File: config.mk
export PLATFORM = sky130hd
export DESIGN_NAME = display_bus_slave_receiver_flat
export DESIGN_NICKNAME = d
export VERILOG_FILES = /design/src/rtl/dbsr_pkg.sv /design/src/rtl/dbsr_req_if.sv /design/src/rtl/dbsr_rsp_if.sv /design/src/rtl/display_bus_slave_receiver.sv /design/src/rtl/dbsr_core.sv /design/src/rtl/dbsr_out_stage.sv /design/src/flat_wrapper.sv
export SDC_FILE = /design/constraint.sdc
export NUM_CORES = 1
export LEC_CHECK = 0
export ABC_AREA = 0
export CAP_MARGIN = 0
export CORE_MARGIN = 2
export CORE_UTILIZATION = 57
export CTS_CLUSTER_DIAMETER = 60
export DETAILED_ROUTE_END_ITERATION = 10
export DONT_BUFFER_PORTS = 1
export PLACE_DENSITY = 0.75
export SLEW_MARGIN = 5
export SYNTH_ARGS = -nofsm -noshare
export SYNTH_HDL_FRONTEND = slang
export SYNTH_SLANG_ARGS = --single-unit
File: constraint.sdc
create_clock -name clock -period 3.06 [get_ports clock]
set_clock_uncertainty 0.05 [all_clocks]
set_input_delay 0 -clock clock [delete_from_list [all_inputs] [get_ports clock]]
set_output_delay 0 -clock clock [all_outputs]
set_load 0.01 [all_outputs]
File: src/rtl/dbsr_pkg.sv
package dbsr_pkg;

   // Payload bytes per frame and the widths fixed by the item fields
   localparam int PAYLOAD_BYTES_DEFAULT = 11;
   localparam int INDEX_W               = 4;
   localparam int BYTE_W                = 8;
   localparam int WORD_W                = 16;
   localparam int BIT_CNT_W             = 3;
   localparam int CSR_INDEX_W           = 2;

   // Pin event codes; code 3 means nothing
   typedef enum logic [1:0] {
      KIND_SELECT_FALL = 2'd0,
      KIND_SELECT_RISE = 2'd1,
      KIND_CLOCK_EDGE  = 2'd2
   } kind_type;

   // Configuration register indexes
   typedef enum logic [CSR_INDEX_W-1:0] {
      CSR_MODE_COMMAND  = 2'd0,
      CSR_WRITE_COMMAND = 2'd1,
      CSR_READ_COMMAND  = 2'd2,
      CSR_BUTTON_WORD   = 2'd3
   } csr_index_type;

   // Command sequence: idle, mode seen, frame open for payload, brightness next
   typedef enum logic [1:0] {
      STAGE_IDLE    = 2'd0,
      STAGE_MODE    = 2'd1,
      STAGE_PAYLOAD = 2'd2,
      STAGE_BRIGHT  = 2'd3
   } stage_type;

   typedef struct packed {
      logic [1:0] kind;
      logic       clock_level;
      logic       data_bit;
   } req_item_type;

   typedef struct packed {
      logic               data_out;
      logic               data_drive;
      logic               payload_valid;
      logic [INDEX_W-1:0] payload_index;
      logic [BYTE_W-1:0]  payload_byte;
      logic               frame_done;
      logic [BYTE_W-1:0]  brightness_byte;
      logic               frame_error;
   } rsp_item_type;

endpackage

File: src/rtl/dbsr_req_if.sv
interface dbsr_req_if;
   import dbsr_pkg::*;

   logic       valid;
   logic       ready;
   logic [1:0] kind;
   logic       clock_level;
   logic       data_bit;

   modport source (output valid, output kind, output clock_level, output data_bit,
                   input ready);
   modport sink   (input valid, input kind, input clock_level, input data_bit,
                   output ready);
endinterface

File: src/rtl/dbsr_rsp_if.sv
interface dbsr_rsp_if;
   import dbsr_pkg::*;

   logic               valid;
   logic               ready;
   logic               data_out;
   logic               data_drive;
   logic               payload_valid;
   logic [INDEX_W-1:0] payload_index;
   logic [BYTE_W-1:0]  payload_byte;
   logic               frame_done;
   logic [BYTE_W-1:0]  brightness_byte;
   logic               frame_error;

   modport source (output valid, output data_out, output data_drive,
                   output payload_valid, output payload_index, output payload_byte,
                   output frame_done, output brightness_byte, output frame_error,
                   input ready);
   modport sink   (input valid, input data_out, input data_drive,
                   input payload_valid, input payload_index, input payload_byte,
                   input frame_done, input brightness_byte, input frame_error,
                   output ready);
endinterface

File: src/rtl/display_bus_slave_receiver.sv
// Slave receiver for a select / clock / data display bus.
// req_chan carries one pin event per item (select falls, select rises, or a
// clock edge with its level and the sampled data bit). rsp_chan returns
// exactly one result item per event: the data line drive state and bit,
// a stored payload byte with its index, frame done with the brightness
// byte, and the sticky count error flag.
// Registers are written through csr_write_enable / csr_index / csr_data,
// by the user only while no item is in flight; the block does not enforce it.
// The result of an item is registered and is valid on rsp_chan in the
// cycle after the item is accepted. One item per cycle, set by the single
// result register behind the event decode logic, unless a result is stalled.
// When the receiver stalls, the result register holds its item and a new
// item is still taken in the cycle the held one leaves; req_chan.ready
// drops only while a result waits and rsp_chan.ready is low.
// Reset clears all registers, the bus state and the result register valid.
module display_bus_slave_receiver #(
   parameter int PayloadBytes = dbsr_pkg::PAYLOAD_BYTES_DEFAULT
) (
   input  logic                              clock,
   input  logic                              reset,
   input  logic                              csr_write_enable,
   input  logic [dbsr_pkg::CSR_INDEX_W-1:0]  csr_index,
   input  logic [dbsr_pkg::WORD_W-1:0]       csr_data,
   dbsr_req_if.sink                          req_chan,
   dbsr_rsp_if.source                        rsp_chan
);
   import dbsr_pkg::*;

   req_item_type req_item;
   rsp_item_type result;
   rsp_item_type out_item;
   logic         accept;
   logic         in_ready;

   assign req_item.kind        = req_chan.kind;
   assign req_item.clock_level = req_chan.clock_level;
   assign req_item.data_bit    = req_chan.data_bit;
   assign req_chan.ready       = in_ready;
   assign accept               = req_chan.valid && in_ready;

   dbsr_core #(
      .PayloadBytes (PayloadBytes)
   ) u_core (
      .clock            (clock),
      .reset            (reset),
      .csr_write_enable (csr_write_enable),
      .csr_index        (csr_index),
      .csr_data         (csr_data),
      .accept           (accept),
      .item             (req_item),
      .result           (result)
   );

   dbsr_out_stage u_out (
      .clock     (clock),
      .reset     (reset),
      .accept    (accept),
      .result    (result),
      .out_ready (rsp_chan.ready),
      .in_ready  (in_ready),
      .out_valid (rsp_chan.valid),
      .out_item  (out_item)
   );

   assign rsp_chan.data_out        = out_item.data_out;
   assign rsp_chan.data_drive      = out_item.data_drive;
   assign rsp_chan.payload_valid   = out_item.payload_valid;
   assign rsp_chan.payload_index   = out_item.payload_index;
   assign rsp_chan.payload_byte    = out_item.payload_byte;
   assign rsp_chan.frame_done      = out_item.frame_done;
   assign rsp_chan.brightness_byte = out_item.brightness_byte;
   assign rsp_chan.frame_error     = out_item.frame_error;

endmodule

File: src/rtl/dbsr_core.sv
module dbsr_core #(
   parameter int PayloadBytes = dbsr_pkg::PAYLOAD_BYTES_DEFAULT
) (
   input  logic                              clock,
   input  logic                              reset,
   input  logic                              csr_write_enable,
   input  logic [dbsr_pkg::CSR_INDEX_W-1:0]  csr_index,
   input  logic [dbsr_pkg::WORD_W-1:0]       csr_data,
   input  logic                              accept,
   input  dbsr_pkg::req_item_type            item,
   output dbsr_pkg::rsp_item_type            result
);
   import dbsr_pkg::*;

   localparam logic [INDEX_W-1:0] FULL_COUNT = INDEX_W'(PayloadBytes);

   // Configuration registers
   logic [BYTE_W-1:0] mode_command_ff;
   logic [BYTE_W-1:0] write_command_ff;
   logic [BYTE_W-1:0] read_command_ff;
   logic [WORD_W-1:0] button_word_ff;

   // Bus state
   logic                 in_packet_ff,   in_packet_in;
   logic                 driving_ff,     driving_in;
   logic [BYTE_W-1:0]    shift_byte_ff,  shift_byte_in;
   logic [BIT_CNT_W-1:0] bit_counter_ff, bit_counter_in;
   logic [INDEX_W-1:0]   byte_counter_ff, byte_counter_in;
   logic [INDEX_W-1:0]   send_index_ff,  send_index_in;
   stage_type            stage_ff,       stage_in;
   logic                 error_ff,       error_in;

   logic [BYTE_W-1:0]    shifted;
   logic [BIT_CNT_W-1:0] bit_next;
   logic                 error_checked;
   logic                 done;
   logic [INDEX_W-1:0]   out_pos;

   // Register writes
   always_ff @(posedge clock) begin
      if (reset) begin
         mode_command_ff  <= '0;
         write_command_ff <= '0;
         read_command_ff  <= '0;
         button_word_ff   <= '0;
      end else if (csr_write_enable) begin
         unique case (csr_index)
            CSR_MODE_COMMAND:  mode_command_ff  <= csr_data[BYTE_W-1:0];
            CSR_WRITE_COMMAND: write_command_ff <= csr_data[BYTE_W-1:0];
            CSR_READ_COMMAND:  read_command_ff  <= csr_data[BYTE_W-1:0];
            CSR_BUTTON_WORD:   button_word_ff   <= csr_data;
         endcase
      end
   end

   // Next state for one pin event
   always_comb begin
      in_packet_in    = in_packet_ff;
      driving_in      = driving_ff;
      shift_byte_in   = shift_byte_ff;
      bit_counter_in  = bit_counter_ff;
      byte_counter_in = byte_counter_ff;
      send_index_in   = send_index_ff;
      stage_in        = stage_ff;
      error_checked   = error_ff;
      done            = 1'b0;
      shifted         = {item.data_bit, shift_byte_ff[BYTE_W-1:1]};
      bit_next        = bit_counter_ff + 1'b1;
      result          = '0;

      if (accept) begin
         unique case (item.kind)
            KIND_SELECT_FALL: in_packet_in = 1'b1;
            KIND_SELECT_RISE: begin
               in_packet_in = 1'b0;
               driving_in   = 1'b0;
               if ((byte_counter_ff != FULL_COUNT && byte_counter_ff != '0) ||
                   bit_counter_ff != '0) begin
                  error_checked = 1'b1;
               end
               byte_counter_in = '0;
               bit_counter_in  = '0;
               // Decode last byte; mode wins, then write
               priority if (shift_byte_ff == mode_command_ff) begin
                  stage_in = STAGE_MODE;
               end else if (shift_byte_ff == write_command_ff) begin
                  stage_in = (stage_ff == STAGE_MODE) ? STAGE_PAYLOAD : STAGE_IDLE;
               end else if (stage_ff == STAGE_BRIGHT) begin
                  done                   = 1'b1;
                  result.brightness_byte = shift_byte_ff;
                  stage_in               = STAGE_IDLE;
               end else if (stage_ff == STAGE_PAYLOAD) begin
                  stage_in = STAGE_BRIGHT;
               end else begin
                  stage_in = stage_ff;
               end
            end
            KIND_CLOCK_EDGE: begin
               if (in_packet_ff) begin
                  if (!item.clock_level && driving_ff) begin
                     send_index_in = send_index_ff + 1'b1;
                  end else if (item.clock_level && !driving_ff) begin
                     shift_byte_in  = shifted;
                     bit_counter_in = bit_next;
                     // Byte complete
                     if (bit_next == '0) begin
                        if (stage_ff == STAGE_PAYLOAD) begin
                           if (byte_counter_ff < FULL_COUNT) begin
                              result.payload_valid = 1'b1;
                              result.payload_index = byte_counter_ff;
                              result.payload_byte  = shifted;
                              byte_counter_in      = byte_counter_ff + 1'b1;
                           end else begin
                              error_checked = 1'b1;
                           end
                        end else if (shifted == read_command_ff) begin
                           send_index_in = INDEX_W'(8);
                           driving_in    = 1'b1;
                        end
                     end
                  end
               end
            end
            default: ;
         endcase
      end

      // Sticky error: reported, then cleared at frame done
      error_in           = done ? 1'b0 : error_checked;
      result.frame_error = error_checked;
      result.frame_done  = done;

      // Driven bit is the one shifted out by the last falling edge
      out_pos            = send_index_in - 1'b1;
      result.data_drive  = driving_in;
      result.data_out    = driving_in & button_word_ff[out_pos];
   end

   always_ff @(posedge clock) begin
      if (reset) begin
         in_packet_ff    <= 1'b0;
         driving_ff      <= 1'b0;
         shift_byte_ff   <= '0;
         bit_counter_ff  <= '0;
         byte_counter_ff <= '0;
         send_index_ff   <= '0;
         stage_ff        <= STAGE_IDLE;
         error_ff        <= 1'b0;
      end else begin
         in_packet_ff    <= in_packet_in;
         driving_ff      <= driving_in;
         shift_byte_ff   <= shift_byte_in;
         bit_counter_ff  <= bit_counter_in;
         byte_counter_ff <= byte_counter_in;
         send_index_ff   <= send_index_in;
         stage_ff        <= stage_in;
         error_ff        <= error_in;
      end
   end

endmodule

File: src/rtl/dbsr_out_stage.sv
module dbsr_out_stage (
   input  logic                   clock,
   input  logic                   reset,
   input  logic                   accept,
   input  dbsr_pkg::rsp_item_type result,
   input  logic                   out_ready,
   output logic                   in_ready,
   output logic                   out_valid,
   output dbsr_pkg::rsp_item_type out_item
);
   import dbsr_pkg::*;

   logic         valid_ff, valid_in;
   rsp_item_type item_ff;

   // Room when empty or the held item leaves this cycle
   assign in_ready = !valid_ff || out_ready;

   always_comb begin
      valid_in = valid_ff;
      if (accept) begin
         valid_in = 1'b1;
      end else if (out_ready) begin
         valid_in = 1'b0;
      end
   end

   always_ff @(posedge clock) begin
      if (reset) begin
         valid_ff <= 1'b0;
      end else begin
         valid_ff <= valid_in;
      end
   end

   // Result register
   always_ff @(posedge clock) begin
      if (accept) begin
         item_ff <= result;
      end
   end

   assign out_valid = valid_ff;
   assign out_item  = item_ff;

endmodule

File: src/flat_wrapper.sv
// flat-port wrapper written by rule: the top's interface ports become plain ports
module display_bus_slave_receiver_flat import dbsr_pkg::*;
#(
   parameter int PayloadBytes = dbsr_pkg::PAYLOAD_BYTES_DEFAULT
)
  (clock, reset, csr_write_enable, csr_index, csr_data, req_chan_valid, req_chan_kind, req_chan_clock_level, req_chan_data_bit, req_chan_ready, rsp_chan_valid, rsp_chan_data_out, rsp_chan_data_drive, rsp_chan_payload_valid, rsp_chan_payload_index, rsp_chan_payload_byte, rsp_chan_frame_done, rsp_chan_brightness_byte, rsp_chan_frame_error, rsp_chan_ready);
  dbsr_req_if req_chan_i ();
  dbsr_rsp_if rsp_chan_i ();
  input  logic clock;
  input  logic reset;
  input  logic csr_write_enable;
  input  logic [dbsr_pkg::CSR_INDEX_W-1:0] csr_index;
  input  logic [dbsr_pkg::WORD_W-1:0] csr_data;
  input wire logic [$bits(req_chan_i.valid)-1:0] req_chan_valid;
  input wire logic [$bits(req_chan_i.kind)-1:0] req_chan_kind;
  input wire logic [$bits(req_chan_i.clock_level)-1:0] req_chan_clock_level;
  input wire logic [$bits(req_chan_i.data_bit)-1:0] req_chan_data_bit;
  output wire logic [$bits(req_chan_i.ready)-1:0] req_chan_ready;
  output wire logic [$bits(rsp_chan_i.valid)-1:0] rsp_chan_valid;
  output wire logic [$bits(rsp_chan_i.data_out)-1:0] rsp_chan_data_out;
  output wire logic [$bits(rsp_chan_i.data_drive)-1:0] rsp_chan_data_drive;
  output wire logic [$bits(rsp_chan_i.payload_valid)-1:0] rsp_chan_payload_valid;
  output wire logic [$bits(rsp_chan_i.payload_index)-1:0] rsp_chan_payload_index;
  output wire logic [$bits(rsp_chan_i.payload_byte)-1:0] rsp_chan_payload_byte;
  output wire logic [$bits(rsp_chan_i.frame_done)-1:0] rsp_chan_frame_done;
  output wire logic [$bits(rsp_chan_i.brightness_byte)-1:0] rsp_chan_brightness_byte;
  output wire logic [$bits(rsp_chan_i.frame_error)-1:0] rsp_chan_frame_error;
  input wire logic [$bits(rsp_chan_i.ready)-1:0] rsp_chan_ready;
  assign req_chan_i.valid = req_chan_valid;
  assign req_chan_i.kind = req_chan_kind;
  assign req_chan_i.clock_level = req_chan_clock_level;
  assign req_chan_i.data_bit = req_chan_data_bit;
  assign req_chan_ready = req_chan_i.ready;
  assign rsp_chan_valid = rsp_chan_i.valid;
  assign rsp_chan_data_out = rsp_chan_i.data_out;
  assign rsp_chan_data_drive = rsp_chan_i.data_drive;
  assign rsp_chan_payload_valid = rsp_chan_i.payload_valid;
  assign rsp_chan_payload_index = rsp_chan_i.payload_index;
  assign rsp_chan_payload_byte = rsp_chan_i.payload_byte;
  assign rsp_chan_frame_done = rsp_chan_i.frame_done;
  assign rsp_chan_brightness_byte = rsp_chan_i.brightness_byte;
  assign rsp_chan_frame_error = rsp_chan_i.frame_error;
  assign rsp_chan_i.ready = rsp_chan_ready;
  display_bus_slave_receiver #(.PayloadBytes(PayloadBytes)) u_core (.clock(clock), .reset(reset), .csr_write_enable(csr_write_enable), .csr_index(csr_index), .csr_data(csr_data), .req_chan(req_chan_i), .rsp_chan(rsp_chan_i));
endmodule
## After elaboration in Yosys (flattened, before gate mapping)

Index checks and enable logic that the tools add are counted.

- Latch bits: 0
- Input port bits: 27
- Output and inout port bits: 27
- Memory bits (read-only): 0
- Flip-flop bits (word level): 90
- Memory bits (writable): 0
- Word-level logic and storage cells: 138
- Memories: 0

- $mul: 0
- Reductions and logical operators: 31
- Shift-type cells: 0
- Muxes and demuxes: 52
- Divide/modulo/power cells: 0
- Bitwise operators: 10
- Equal/unequal tests: 18
- $lt $le $gt $ge: 2
- Add/sub/neg operators: 4

Operators by type and width:

| cell | number |
|---|---|
| $mux 4 | 14 |
| $eq 8x8->1 | 3 |
| $mux 1 | 23 |
| $mux 13 | 1 |
| $ne 2x2->1 const B | 6 |
| $eq 2x2->1 const B | 5 |
| $mux 2 | 5 |
| $reduce_and 2->1 | 5 |
| $reduce_and 5->1 | 2 |
| $mux 3 | 3 |
| $not 1->1 | 9 |
| $add 4x1->4 const B | 2 |
| $pmux 4 s2 | 1 |
| $reduce_and 8->1 | 1 |
| $reduce_bool 4->1 | 2 |
| $reduce_or 7->1 | 1 |
| $eq 2x1->1 const B | 3 |
| $pmux 1 s2 | 3 |
| $pmux 3 s2 | 1 |
| $reduce_bool 2->1 | 3 |
| $reduce_or 6->1 | 1 |
| $lt 4x5->1 const B | 1 |
| $bmux 1 s4 | 1 |
| $logic_and 1x1->1 | 4 |
| other kinds (13) | 17 |

## Logic depth before layout (Yosys ltp)

Gate-level depths: netlist (run 1).

- Depth in word-level cells: 13
- Depth in mapped cells: 12
- Depth with buffers taken out: 11

## Hierarchy

Synthesis (run 1) repeated with hierarchy kept, for this count alone.

- Cells, all modules: 415
- Area total of the unflattened synthesis: 4169.0 sq um

Modules (own cells, without submodules):

| module | area each (sq um) | times used | cells an instance |
|---|---|---|---|
| dbsr_core | 3365.7 | 1 | 385 |
| dbsr_out_stage | 797.0 | 1 | 29 |
| display_bus_slave_receiver | 6.3 | 1 | 1 |

## Worst setup path after synthesis (run 1)

No wires, ideal clock.

- Path type: register to register
- From: register u_core.u_core.bit_counter_ff[0]
- To: register u_core.u_out.item_ff (netlist bit u_core.u_out.out_item[24]), data pin
- Library setup time: 0.269 ns
- Cell stages (with the launch flop): 12
- Clock period less this slack: 3.058 ns
- Path buffers: 0
- Setup slack: 0.002 ns
- Required time: 2.741 ns
- Arrival time: 2.739 ns
- Cells stage by stage: dfxtp_1 ha_1 xnor2_1 nand2_1 or4_4 a21bo_4 a21oi_1 ha_1 mux4_2 nor2b_1 a211oi_2 a211oi_1

RTL lines:

| what | line | source |
|---|---|---|
| start: declaration | dbsr_core.sv:27 | `logic [BIT_CNT_W-1:0] bit_counter_ff, bit_counter_in;` |
| start signal: assignment | dbsr_core.sv:153 | `bit_counter_ff <= bit_counter_in;` |
| end signal: assignment | dbsr_out_stage.sv:39 | `item_ff <= result;` |
| end: declaration | dbsr_out_stage.sv:14 | `rsp_item_type item_ff;` |

==> impl_metrics.ini, run 1 <==
[outcome]
status = finished, final reports clean

[worst_setup_path]
slowest_stage = or4_4
cp_slowest_stage_delay_ns = 0.54
endpoint_kind = register
reg2reg_slack_ns = 0.14
cp_top_family = multiplexers
critPathBufInv = 0
path_class = reg2reg
path_depth = 10
rr_worst_depth = 10
r2r-start = u_core.u_core.bit_counter_ff[0]
worstPathRequired_ns = 3.11
critPathLaunchType = register
critical_path.startpoint = u_core.u_core.bit_counter_ff[0]
worstPathMaxFanout = 4
reg2reg_to = u_core.u_out.out_item[24]
crit_path_end = u_core.u_out.out_item[24]
worstPathArrival_ns = 2.97
cp_cell_sequence = ha_1 > xnor2_1 > nand2_1 > or4_4 > a21bo_4 > a21oi_4 > ha_4 > mux4_2 > mux2i_1 > a211oi_1

[sta]
finalCritPeriodShare_pct = 95.6
min_period_ns = 2.92
slew_violations = 0
tightest_slew_ns = 0.673
setup_viol = 0
setup_ws_ns = 0.136
max_clock_freq_ghz = 0.342
slew-limit-headroom_pct = 54.7
whs_ns = 0.0272
hold_viol_final = 0

[clock_tree]
cts.sinks = 90
clk_latency_ns = 0.35
clockBufferDepth = 2
clk_root_buffer_cell = clkbuf_8
cts_tree = yes
htree_levels = 3
cts_inserted_buffers = 9
cts.reportedPaths.clkPinSlew_ns = 0.08

[route]
first_iter_violations = 133
viasPerCell = 5.46
wl_per_cell_um = 15.2
drt_wl_total_mm = 8.57
antenna_left = 0
drt-pass1-iter-count = 4
route.detailed.drc = 0
vias = 3067

[logic_synthesis]
syn_inst = 425
synth_area_sq_um = 4190
ys_seq_elements = 90
yosysTopAreaCell = dfxtp_1
synth_edf_count = 25
ys_warn_count = 0
synth.most_common_cell = dfxtp_1
yosys.area.top_type_share_pct = 31.1
synth_async_sr_flop_share_pct = 0
avgSynthCellArea_sq_um = 9.85
synth_common_cells = dfxtp_1, nand2_1, nor2_1, a21oi_1, mux2i_1
ys_types = 50
synth-seq-area-share_pct = 49.0
ys.flop_type = dfxtp_1
synth_nets = 462
synthTopCellsByArea = dfxtp_1, edfxtp_1, mux2i_1

[job]
cap_violations = 0

[cells_and_area]
diodes = 0
final_area_sq_um = 4800
area_delta_synth_final_pct = 14.7
fin_nets = 495
drive_gt1_share_pct = 11.2
fillerInstances = 567
fin_util_pct = 66.9

[grt]
grt_overflow_total = 0
grt_pass1_vias = 2953
grt_usage_pct = 21.8
grt_max_degree = 66
grt_pass1_wl_mm = 14.3
antenna_found_initial = 0

[place]
place.gp.congestion = 0.821
dp_slack_ns = -0.00933
numPortBuffers = 0
place_area_sq_um = 4330
hpwlAfterDp_mm = 5.81

[floorplan]
die_w_um = 89.7
placementRows = 31
die_area_sq_um = 8050
placeableCoreArea_sq_um = 7180
start_util_pct = 58.3
die_h_um = 89.7
ios = 54

[worst_hold_path]
hold_path.class = in2reg

[pwr]
ir_drop_v = 0.000237
power_leakage_nw = 1.97
total_power_mw = 2.15
powerDensity_nw_per_um2 = 448
[per-stage QoR]
stage          TNS (ns)  std cells
2_1_floorplan         0        425
3_3_place_gp          0        519
3_5_place_dp   -0.00933        519
4_1_cts               0        562
5_1_grt        -0.00956        562
6_report              0        562
[logic make-up after synthesis]
family | share of synthesized area, %
simple gates | 20.5
flops | 49.0
compound gates | 8.34
buf+inv | 4.21
mux | 8.85
xor+xnor | 6.10
fa+ha+maj | 2.99
[layout by cell type (no fill, tap or decap), types with 7 or more instances in the layout]
| master | count |
|---|---|
| dfxtp_1 | 65 |
| nand2_1 | 54 |
| nor2_1 | 39 |
| a21oi_1 | 35 |
| mux2i_1 | 28 |
| dlygate4sd3_1 | 25 |
| edfxtp_1 | 25 |
| buf_4 | 22 |
| and2_1 | 21 |
| xor2_1 | 17 |
| nand3_1 | 16 |
| inv_1 | 10 |
| clkbuf_8 | 10 |
| xnor2_1 | 9 |
| ha_1 | 9 |
| o21ai_0 | 8 |
| nor2b_1 | 7 |
[sequential cells by signal (all words and copies together), names as in the netlist]
register and flops:
u_core.u_core.shift_byte_ff 8, u_core.u_core.stage_ff 2, u_core.u_core.driving_ff 1, u_core.u_core.bit_counter_ff 3, u_core.u_core.write_command_ff 8, u_core.u_out.out_item 25, u_core.u_core.mode_command_ff 8, u_core.u_out.out_valid 1
u_core.u_core.read_command_ff 8, u_core.u_core.error_ff 1, u_core.u_core.in_packet_ff 1, u_core.u_core.byte_counter_ff 4, u_core.u_core.send_index_ff 4, u_core.u_core.button_word_ff 16
[worst register-to-register path, stage by stage, from the launching register on]
cell      delay (ns)
dfxtp_1         0.32
ha_1            0.22
xnor2_1         0.13
nand2_1         0.09
or4_4           0.54
a21bo_4         0.24
a21oi_4         0.17
ha_4            0.18
mux4_2          0.49
mux2i_1         0.15
a211oi_1        0.09
[layout make-up]
type	instances	area (sq um)	area share, %
flip-flops and latches	90	2050	42.7
multi-input cells	298	1980	41.3
repair buffers	48	443	9.22
clock buffers	16	160	3.34
well taps	99	124	2.58
inverters	11	41.3	0.860
[timing repair]
action | CTS | global route
resized for setup | 1 | 3
hold buffers | 26 | 0
buffers inserted | 1 | 0
endpoints found under the setup margin | 1 | 1
pin swaps | 1 | 1
hold endpoints to repair | 68 | 0
[worst min path at each step]
stage,startpoint,end,slack [ns],depth (start not counted)
floorplan,req_chan_valid,u_core.u_out.out_valid,0.08,2
global placement,reset,u_core.u_core.button_word_ff[8],0.02,1
detailed placement,reset,u_core.u_core.button_word_ff[15],0.03,1
CTS,rsp_chan_ready,u_core.u_out.out_valid,0.01,3
global route,csr_index[1],u_core.u_core.mode_command_ff[0],0.04,4
finish,rsp_chan_ready,u_core.u_out.out_valid,0.03,3
[layer usage]
layer | up-vias | track usage (%) | part of all wire [%]
met4 | 0 | 8.33 | 2.1
met1 | 1445 | 28.6 | 46
li1 | 1517 | - | -
met2 | 90 | 36.6 | 48
met5 | - | 0 | 0
met3 | 15 | 3.52 | 4.6
[power by group]
group          total (mW)  switching [mW]  internal, mW
Sequential           1.29          0.0273          1.26
Combinational       0.165          0.0936        0.0718
Clock               0.700           0.380         0.321
Power figures use the tool's default switching activity.
==> run 2: changes to the inputs <==
--- a/config.mk
+++ b/config.mk
@@ -10,3 +10,3 @@
 export CORE_MARGIN = 2
-export CORE_UTILIZATION = 57
+export CORE_UTILIZATION = 55
 export CTS_CLUSTER_DIAMETER = 60
@@ -14,3 +14,3 @@
 export DONT_BUFFER_PORTS = 1
-export PLACE_DENSITY = 0.75
+export PLACE_DENSITY_LB_ADDON = 0.1
 export SLEW_MARGIN = 5
==> constraint.sdc (replaced) <==
create_clock -name clock -period 3.06 [get_ports clock]
set_clock_uncertainty 0.05 [all_clocks]
set_input_delay 0.153 -clock clock [delete_from_list [all_inputs] [get_ports clock]]
set_output_delay 0.153 -clock clock [all_outputs]
set_load 0.01 [all_outputs]
==> run 2 against run 1 <==
  * Power is 9.2% higher
  * Largest cell class unchanged
  * Critical path type unchanged
  * Sequential power is essentially flat
  * Global-route usage rose by 0.17 points
  * Die area up 3.5%
  * Critical path depth grew 1
  * Hold slack improved by 0.041 ns
  * Maximum frequency increased by 0.76%
  * Largest power group unchanged
  * Cell count down 1.4%
==> impl_metrics.ini, run 2 (synthesis results as in run 1) <==
[sta]
slew_violations = 0
tightest_slew_ns = 0.673
finalCritPeriodShare_pct = 94.8
slew-limit-headroom_pct = 54.7
max_clock_freq_ghz = 0.345
min_period_ns = 2.90
whs_ns = 0.0686
tns_ns = 0
rsz0062_at_grt = false
setup_viol = 0
hold_viol_final = 0

[route]
drt-pass1-iter-count = 5
wl_per_cell_um = 15.5
viasPerCell = 5.51
first_iter_violations = 150
vias = 3052
antenna_left = 0
route.detailed.drc = 0
drt_wl_total_mm = 8.60

[clock_tree]
clockBufferDepth = 2
htree_levels = 3
cts_inserted_buffers = 9
clk_root_buffer_cell = clkbuf_8
cts.sinks = 90
cts_tree = yes
cts.reportedPaths.clkPinSlew_ns = 0.09
clk_latency_ns = 0.36

[cells_and_area]
stdcell_count = 554
fillerInstances = 595
diodes = 0
largest_register_ffs = 25
multi_input_area_sq_um = 2000
layout_commonest_cell = dfxtp_1
drive_gt1_share_pct = 13.0
final_cell_mix = dfxtp_1, nand2_1, nor2_1
fin_nets = 487
final_area_sq_um = 4810
regArea_sq_um = 2050
fin_util_pct = 65.6
area_delta_synth_final_pct = 14.9

[grt]
antenna_found_initial = 0
grt_overflow_total = 0
grt_pass1_wl_mm = 14.4
grt_pass1_vias = 2934
grt_max_degree = 66
grt_usage_pct = 22.0

[pwr]
netSwitchingFraction_pct = 23.7
p_sw_mw = 0.556
power_leakage_nw = 1.95
p_int_mw = 1.79
powerDensity_nw_per_um2 = 488
power.share.sequential_pct = 54.8
power_frac_clock_pct = 38.5
ir_drop_v = 0.000301
comb_power_share_pct = 6.8

[floorplan]
start_util_pct = 57.1
placeableCoreArea_sq_um = 7330
die_area_sq_um = 8330
die_w_um = 91.2
placementRows = 31
die_h_um = 91.2
ios = 54

[worst_setup_path]
endpoint_kind = register
worstPathRequired_ns = 3.12
worstPathMaxFanout = 4
path_class = reg2reg
worstPathArrival_ns = 2.96
critPathLaunchType = register

[job]
cap_violations = 0

[place]
hpwlAfterDp_mm = 5.93
place.gp.congestion = 0.878
place_area_sq_um = 4330
place_inst = 518
numPortBuffers = 0

[outcome]
status = finished, final reports clean

[worst_hold_path]
hold_path.class = in2reg
## run 2: stage by stage
stage / worst slack [ns] / total power, mW
2_1_floorplan: 0.00206 / 1.41
3_3_place_gp: 0.0119 / 1.43
3_5_place_dp: -0.0526 / 1.43
4_1_cts: 0.0412 / 2.37
5_1_grt: 0.0132 / 2.44
6_report: 0.158 / 2.35
## run 2: worst max-delay path: stages (launching register included)
cell and delay (ns):
dfxtp_1 0.39, ha_4 0.17, xnor2_2 0.11, nand2_1 0.08
or4_4 0.54, a21bo_4 0.24, a21oi_4 0.17, ha_4 0.23
mux4_2 0.28, nor2b_1 0.16, a211oi_2 0.15, a211oi_1 0.07
## run 2: path summary, 6_finish.rpt
check,slack (ns),depth (start not counted),endpoint,from
min reg2reg,0.41,2,u_core.u_core.button_word_ff[6],u_core.u_core.button_word_ff[6]
max reg2reg,0.16,11,u_core.u_out.out_item[24],u_core.u_core.bit_counter_ff[0]
min,0.07,2,u_core.u_core.button_word_ff[11],reset
max,0.16,11,u_core.u_out.out_item[24],u_core.u_core.bit_counter_ff[0]
## run 2: what timing repair did
item / in CTS / in global routing
hold buffers: 19 / 0
resized for setup: 2 / 4
pin swaps: 1 / 2
hold endpoints to repair: 66 / 0
endpoints found under the setup margin: 1 / 1
setup buffers: 1 / 0
## run 2: area by class of cell
type                    instances  share of cell area (%)
multi-input cells             298                    41.6
repair buffers                 40                    7.60
flip-flops and latches         90                    42.7
inverters                      11                   0.859
well taps                      99                    2.58
clock inverters                 7                    2.08
clock buffers                   9                    2.58
## run 2: power groups by stage
stage | clock network, mW | registers [mW] | logic [mW]
global placement | 0 | 1.31 | 0.114
finish | 0.904 | 1.29 | 0.159
global route | 0.976 | 1.29 | 0.177
CTS | 0.922 | 1.29 | 0.159
floorplan | 0 | 1.31 | 0.104
detailed placement | 0 | 1.31 | 0.117
## run 2: layer usage
metal | wire [um] | global-route usage [%] | part of all wire, %
met5 | 0 | 0 | 0
met4 | 208 | 9.97 | 2.4
met3 | 346 | 3.40 | 4.0
met2 | 4040 | 35.7 | 47
met1 | 4000 | 29.1 | 46
